<file path="config.mk">
export PLATFORM = sky130hd
export DESIGN_NAME = mcsl_merge_flat
export DESIGN_NICKNAME = d
export VERILOG_FILES = /design/src/mcsl_pkg.sv /design/src/mcsl_if.sv /design/src/mcsl_merge.sv /design/src/flat_wrapper.sv
export SDC_FILE = /design/constraint.sdc
export NUM_CORES = 1
export LEC_CHECK = 0
export CORE_AREA = 10 10 155 157
export DETAILED_ROUTE_END_ITERATION = 8
export DIE_AREA = 0 0 165 167
export DONT_BUFFER_PORTS = 1
export GPL_TIMING_DRIVEN = 0
export PLACE_DENSITY_LB_ADDON = 0.25
export SYNTH_ARGS = -nofsm -noshare
export SYNTH_HDL_FRONTEND = slang
export SYNTH_SLANG_ARGS = --single-unit
</file>
<file path="constraint.sdc">
create_clock -name clk -period 1.5 [get_ports clk]
set_input_delay 0.15 -clock clk [delete_from_list [all_inputs] [get_ports clk]]
set_output_delay 0.15 -clock clk [all_outputs]
set_load 0.1 [all_outputs]
</file>
<file path="src/mcsl_pkg.sv">
// Shared types and constants for the multichannel interval sample logger.
// No dependencies; every other file but mcsl_ram imports this package.
`timescale 1ns / 1ps

package mcsl_pkg;

  localparam int TIME_W       = 64;
  localparam int TS_W         = 32;
  localparam int VAL_W        = 32;
  localparam int CMD_W        = 2;
  localparam int CH_W         = 2;
  localparam int IDX_W        = 8;
  localparam int CNT_OUT_W    = 9;
  localparam int POS_OUT_W    = 8;
  localparam int CFG_CHANNELS = 4;
  localparam int CFG_IDX_W    = 3;
  localparam int CFG_DATA_W   = 32;
  localparam int ENTRY_W      = TS_W + VAL_W;

  // command codes
  localparam logic [CMD_W-1:0] CMD_TICK  = 2'd0;
  localparam logic [CMD_W-1:0] CMD_CLEAR = 2'd1;
  localparam logic [CMD_W-1:0] CMD_READ  = 2'd2;

  // configuration register indexes
  localparam logic [CFG_IDX_W-1:0] REG_RUN_ENABLE  = 3'd0;
  localparam logic [CFG_IDX_W-1:0] REG_CH_ACTIVE   = 3'd1;
  localparam logic [CFG_IDX_W-1:0] REG_INTERVAL_0  = 3'd2;
  localparam logic [CFG_IDX_W-1:0] REG_INTERVAL_1  = 3'd3;
  localparam logic [CFG_IDX_W-1:0] REG_INTERVAL_2  = 3'd4;
  localparam logic [CFG_IDX_W-1:0] REG_INTERVAL_3  = 3'd5;

  // per-lane strobes from the sequencer
  typedef struct packed {
    logic tick;
    logic clear;
    logic read;
  } lane_cmd_t;

  // what a lane reports back for a read
  typedef struct packed {
    logic                 hit;
    logic [TS_W-1:0]      ts;
    logic [VAL_W-1:0]     value;
    logic [CNT_OUT_W-1:0] count;
    logic [POS_OUT_W-1:0] pos;
  } lane_res_t;

endpackage

</file>
<file path="src/mcsl_if.sv">


interface mcsl_out_if import mcsl_pkg::*; ();
  logic                 valid;
  logic                 ready;
  logic [TS_W-1:0]      entry_timestamp;
  logic [VAL_W-1:0]     entry_value;
  logic [CNT_OUT_W-1:0] sample_count;
  logic [POS_OUT_W-1:0] write_position;

  modport source (
    output valid, entry_timestamp, entry_value, sample_count, write_position,
    input  ready
  );
  modport sink (
    input  valid, entry_timestamp, entry_value, sample_count, write_position,
    output ready
  );
endinterface

</file>
<file path="src/mcsl_merge.sv">
// Merge stage: picks the addressed lane's read result and holds it in the output register.
// Depends on mcsl_pkg and mcsl_out_if.
`timescale 1ns / 1ps

module mcsl_merge import mcsl_pkg::*; (
  input  logic      clk,
  input  logic      rst_n,
  input  logic      load,
  input  logic [CH_W-1:0] channel,
  input  lane_res_t lanes [CFG_CHANNELS],
  output logic      free,
  mcsl_out_if.source out_ch
);

  lane_res_t            sel;
  logic                 valid_r, valid_nxt;
  logic [TS_W-1:0]      ts_r;
  logic [VAL_W-1:0]     value_r;
  logic [CNT_OUT_W-1:0] count_r;
  logic [POS_OUT_W-1:0] pos_r;

  // absent lanes are tied to zero, so an out-of-range channel reads all zeros
  assign sel  = lanes[channel];
  assign free = !valid_r || out_ch.ready;

  always_comb begin
    valid_nxt = valid_r;
    if (load) begin
      valid_nxt = 1'b1;
    end else if (out_ch.ready) begin
      valid_nxt = 1'b0;
    end
  end

  always_ff @(posedge clk) begin
    if (!rst_n) begin
      valid_r <= 1'b0;
    end else begin
      valid_r <= valid_nxt;
    end
  end

  always_ff @(posedge clk) begin
    if (load) begin
      ts_r    <= sel.hit ? sel.ts : '0;
      value_r <= sel.hit ? sel.value : '0;
      count_r <= sel.count;
      pos_r   <= sel.pos;
    end
  end

  assign out_ch.valid           = valid_r;
  assign out_ch.entry_timestamp = ts_r;
  assign out_ch.entry_value     = value_r;
  assign out_ch.sample_count    = count_r;
  assign out_ch.write_position  = pos_r;

endmodule

</file>
<file path="src/flat_wrapper.sv">
// flat-port wrapper written by rule: the top's interface ports become plain ports
module mcsl_merge_flat import mcsl_pkg::*;
  (clk, rst_n, load, channel, lanes, free, out_ch_valid, out_ch_entry_timestamp, out_ch_entry_value, out_ch_sample_count, out_ch_write_position, out_ch_ready);
  mcsl_out_if out_ch_i ();
  input  logic clk;
  input  logic rst_n;
  input  logic load;
  input  logic [CH_W-1:0] channel;
  input  lane_res_t lanes[CFG_CHANNELS];
  output logic free;
  output wire logic [$bits(out_ch_i.valid)-1:0] out_ch_valid;
  output wire logic [$bits(out_ch_i.entry_timestamp)-1:0] out_ch_entry_timestamp;
  output wire logic [$bits(out_ch_i.entry_value)-1:0] out_ch_entry_value;
  output wire logic [$bits(out_ch_i.sample_count)-1:0] out_ch_sample_count;
  output wire logic [$bits(out_ch_i.write_position)-1:0] out_ch_write_position;
  input wire logic [$bits(out_ch_i.ready)-1:0] out_ch_ready;
  assign out_ch_valid = out_ch_i.valid;
  assign out_ch_entry_timestamp = out_ch_i.entry_timestamp;
  assign out_ch_entry_value = out_ch_i.entry_value;
  assign out_ch_sample_count = out_ch_i.sample_count;
  assign out_ch_write_position = out_ch_i.write_position;
  assign out_ch_i.ready = out_ch_ready;
  mcsl_merge u_core (.clk(clk), .rst_n(rst_n), .load(load), .channel(channel), .lanes(lanes), .free(free), .out_ch(out_ch_i));
endmodule
</file>
---- Yosys cells after proc, flatten, opt, wreduce, memory -nomap -nowiden ----
Cells that the tools add are included.
storage, ports and cells
  flip-flop bits (word level) ............. 82
  latch bits .............................. 0
  RAM bits ................................ 0
  ROM bits ................................ 0
  input port bits ......................... 334
  logic and storage cells ................. 15
  memories kept ........................... 0
operators by class
  add/subtract/negate cells ............... 0
  multipliers ............................. 0
  divide/modulo/power cells ............... 0
  order comparisons ....................... 1
  equality and inequality tests ........... 0
  shifts and indexed selects .............. 0
  multiplexer cells ....................... 5
  bitwise operators ....................... 1
  reductions and logical operators ........ 3
operator list
  operator            number
  $bmux 82 s2         1
  $mux 82             2
  $ge 3x3->1 const B  1
  $not 2->3           1
  $mux 1              2
  $reduce_bool 2->1   1
  $logic_not 1->1     1
  $logic_or 1x1->1    1

---- Depth between registers and ports, before layout ----
  word-level depth ........................ 4
  gate-level depth with buffers ........... 4
  mapped depth without buffers ............ 2

---- Worst setup path before layout ----
Ideal clock, no wire load.
  path kind ............................... register to register
  start ................................... register u_core.out_ch.valid (netlist name)
  end ..................................... register u_core.valid_r (netlist: u_core.out_ch.valid)
  setup time .............................. 0.091 ns
  data arrival time ....................... 2.096 ns
  setup slack ............................. -0.687 ns
  cell stages (with the launch flop) ...... 3
  buffers on the path ..................... 0
  period minus slack after synthesis ...... 2.187 ns
  cells stage by stage .................... dfxtp_1 > nand2b_1 > a21boi_0
RTL lines
  item                  RTL line          text
  end signal, assigned  mcsl_merge.sv:39  valid_r <= valid_nxt;
  end, declared         mcsl_merge.sv:16  logic valid_r, valid_nxt;

---- Final worst setup path ----
  start ................................... register u_core.value_r[16] (netlist: u_core.out_ch.entry_value[16])
  end ..................................... output out_ch_entry_value[16]
RTL lines
  item                    RTL line            text
  start, declared         mcsl_merge.sv:18    logic [VAL_W-1:0] value_r;
  start signal, assigned  mcsl_merge.sv:46    value_r <= sel.hit ? sel.value : '0;
  end, declared           flat_wrapper.sv:13  output wire logic [$bits(out_ch_i.entry_value)-1:0] out_ch_entry_value;
No word-level cell between the ends.

==> metrics.csv <==
stage,metric,value,unit
floorplan,die_w,165,um
floorplan,dieHeight,167,um
worst_hold_path,hold_path_depth,0,
finish,seq_area,0.00246,sq mm
worst_setup_path,crit_arrival,1.41,ns
route,routed_wl,19400,um
worst_setup_path,cp_max_fo,1,
worst_setup_path,critPathCaptureType,output port,
clocking,cts_made_buffers,9,
route,drcViolationCount,0,
placed_design,port_buffers,0,
finish,multi_input_area,0.00252,sq mm
finish,nets,602,
timing,period_needed,1.56,ns
clocking,ctsHtreeMaxLevel,3,
worst_setup_path,r2r_cells,2,
synth,syn_inst,255,
worst_setup_path,setup.worst_path.start_class,flop,
timing,fmaxAchievable,0.640,GHz
clocking,clock-root-buffer,clkbuf_16,
synth,netlist_area,0.00513,sq mm
pwr,ir_worst_vdd,377,uV
synth,synth_nets,589,
placed_design,dpl_cell_area,0.00547,sq mm
worst_hold_path,min_path_type,input pin to flop,
timing,slew_violations,0,
finish,area_delta_synth_final,13.3,%
worst_setup_path,cp_num_cells,0,
route,routedWlPerCell,35.4,um
synth,ys_types,13,
global_route,grt_usage,13.3,%
clocking,post_cts_buffers,0,
run,maxCapViolCount,0,
route,drtAntennaViolNets,0,
clocking,numClockSinks,82,
timing,hold_slack,-0.0820,ns
placed_design,gp_congestion,0.807,
floorplan,die-area,0.0276,sq mm
floorplan,row_count,53,
timing,period_share,104,%
timing,slew_headroom,29.3,%
route,viasPerCell,5.19,
global_route,grt_remaining_overflow,0,
pwr,cellLeakagePower,1.98,nW
clocking,cts_hold_buf,2,
route,drt-initial-drc-count,182,
clocking,clkTransAtPathRegs,0.07,ns
synth,syn_avg_cell_area,20.1,sq um
synth,ys_seq_area_share,47.8,%
placed_design,placed_cells,530,
timing,skew,0,ns
floorplan,core_area,0.0208,sq mm
worst_setup_path,crit_type,flop to output port,
floorplan,start_util,24.6,%
run_status,violations,"hold timing, setup timing",
floorplan,top_level_ports,417,
clocking,cts_tree,done,
global_route,grt_pass1_vias,3286,
timing,worst_slack,-0.0630,ns
timing,rsz0062_at_grt,yes,
finish,fin_cells,548,
timing,tightest_slew,1.06,ns
synth,ys_ff_latch,82,
clocking,clock_latency,0.34,ns
global_route,antenna_found_initial,1,
finish,final_common_cell,edfxtp_1,
run_status,status,"complete, but fails checks",
route,vias,2844,
synth,ys.warnings.count,0,
finish,drive_above_1_share,54.9,%
finish,fin_area,0.00581,sq mm
placed_design,dp_hpwl,16100,um
global_route,grt_max_degree,83,
finish,fill_cells,2119,
pwr,p_per_area,1360,mW/mm^2
clocking,cts_buffer_depth,2,
timing,finalHoldViolCount,81,
finish,n_antenna_cell,0,
worst_setup_path,required,1.35,ns
global_route,grt_pass1_wl,26400,um
timing,setup-violations-final,2,
finish,final_cell_mix,"edfxtp_1 (81), and2_4 (60), mux4_2 (54)",
route,dr.pass1.iters,5,
-- final timing paths --
| kind | slack (ns) | endpoint | start |
|---|---|---|---|
| setup / recovery | -0.06 | out_ch_entry_value[16] | u_core.out_ch.entry_value[16] |
| hold / removal | -0.08 | u_core.out_ch.sample_count[4] | load |
| setup reg to reg | 0.38 | u_core.out_ch.valid | u_core.out_ch.valid |
| hold reg to reg | 0.94 | u_core.out_ch.valid | u_core.out_ch.valid |
-- power breakdown --
part	leakage (nW)	switching (mW)	internal, mW
logic	1.04	0.323	0.599
clock network	0.144	1.01	1.30
registers	0.792	1.85	2.83
total	1.98	3.19	4.74
-- Yosys cell counts --
library cell / number / share of area [%]
buf_6: 7 / 1.5
mux4_1: 28 / 14
inv_1: 1 / 0.073
edfxtp_1: 81 / 47
clkbuf_1: 5 / 0.37
and2_1: 4 / 0.49
mux4_2: 54 / 24
buf_2: 9 / 0.88
nand2b_1: 1 / 0.12
and2_4: 60 / 10
buf_1: 3 / 0.22
a21boi_0: 1 / 0.15
dfxtp_1: 1 / 0.39
-- state kept, by name, indices dropped and copies added, names as in the netlist --
signal	count
u_core.out_ch.entry_value	32
u_core.out_ch.entry_timestamp	32
u_core.out_ch.sample_count	9
u_core.out_ch.valid	1
u_core.out_ch.write_position	8
-- layout make-up --
cell class / count / area share, %
multi-input combinational: 148 / 43.4
inverter: 1 / 0.0646
clock buffer: 9 / 3.88
clock inverter: 7 / 1.31
sequential: 82 / 42.3
timing repair buffer: 2 / 0.345
tap: 275 / 5.92
buffer: 24 / 2.76
-- cells by family (layout without fill, tap and decap cells) --
group | Yosys count | after routing | synth area share [%]
AO/OA/AOI/OAI | 1 | 1 | 0.147
buffers and inverters | 25 | 43 | 3.08
flip-flops | 82 | 82 | 47.8
multiplexers | 82 | 82 | 38.1
AND/OR/NAND/NOR | 65 | 65 | 10.9
-- worst reg2reg max path: stages, from the launching register on --
cell and delay (ns):
dfxtp_4 0.55, nand2b_4 0.26, a21boi_0 0.23
-- per-layer routing --
layer | wire (um) | vias to the layer above | GRT usage [%]
met5 | 0 | - | 0
met4 | 233 | 0 | 4.16
met3 | 2400 | 11 | 5.92
met2 | 10100 | 250 | 23.0
met1 | 6660 | 1450 | 14.2
li1 | - | 1133 | -
-- through the flow --
step	total power [mW]	setup TNS, ns	worst slack (ns)	util, %
floorplan	5.43	0	0.00371	-
global placement	5.68	-23.62	-0.654	26.3
detailed placement	5.68	-24.21	-0.637	26.3
CTS	8.06	-0.350	-0.0927	27.9
global route	8.20	-0.363	-0.0790	27.9
finish	7.93	-0.0785	-0.0630	27.9
-- repair_timing --
item | CTS | global route
endpoints found under the hold margin | 82 | 81
cloned | 0 | 0
gates resized for setup | 4 | 3
setup endpoints to repair | 27 | 21
No activity file was read; power rests on OpenSTA's default activity.
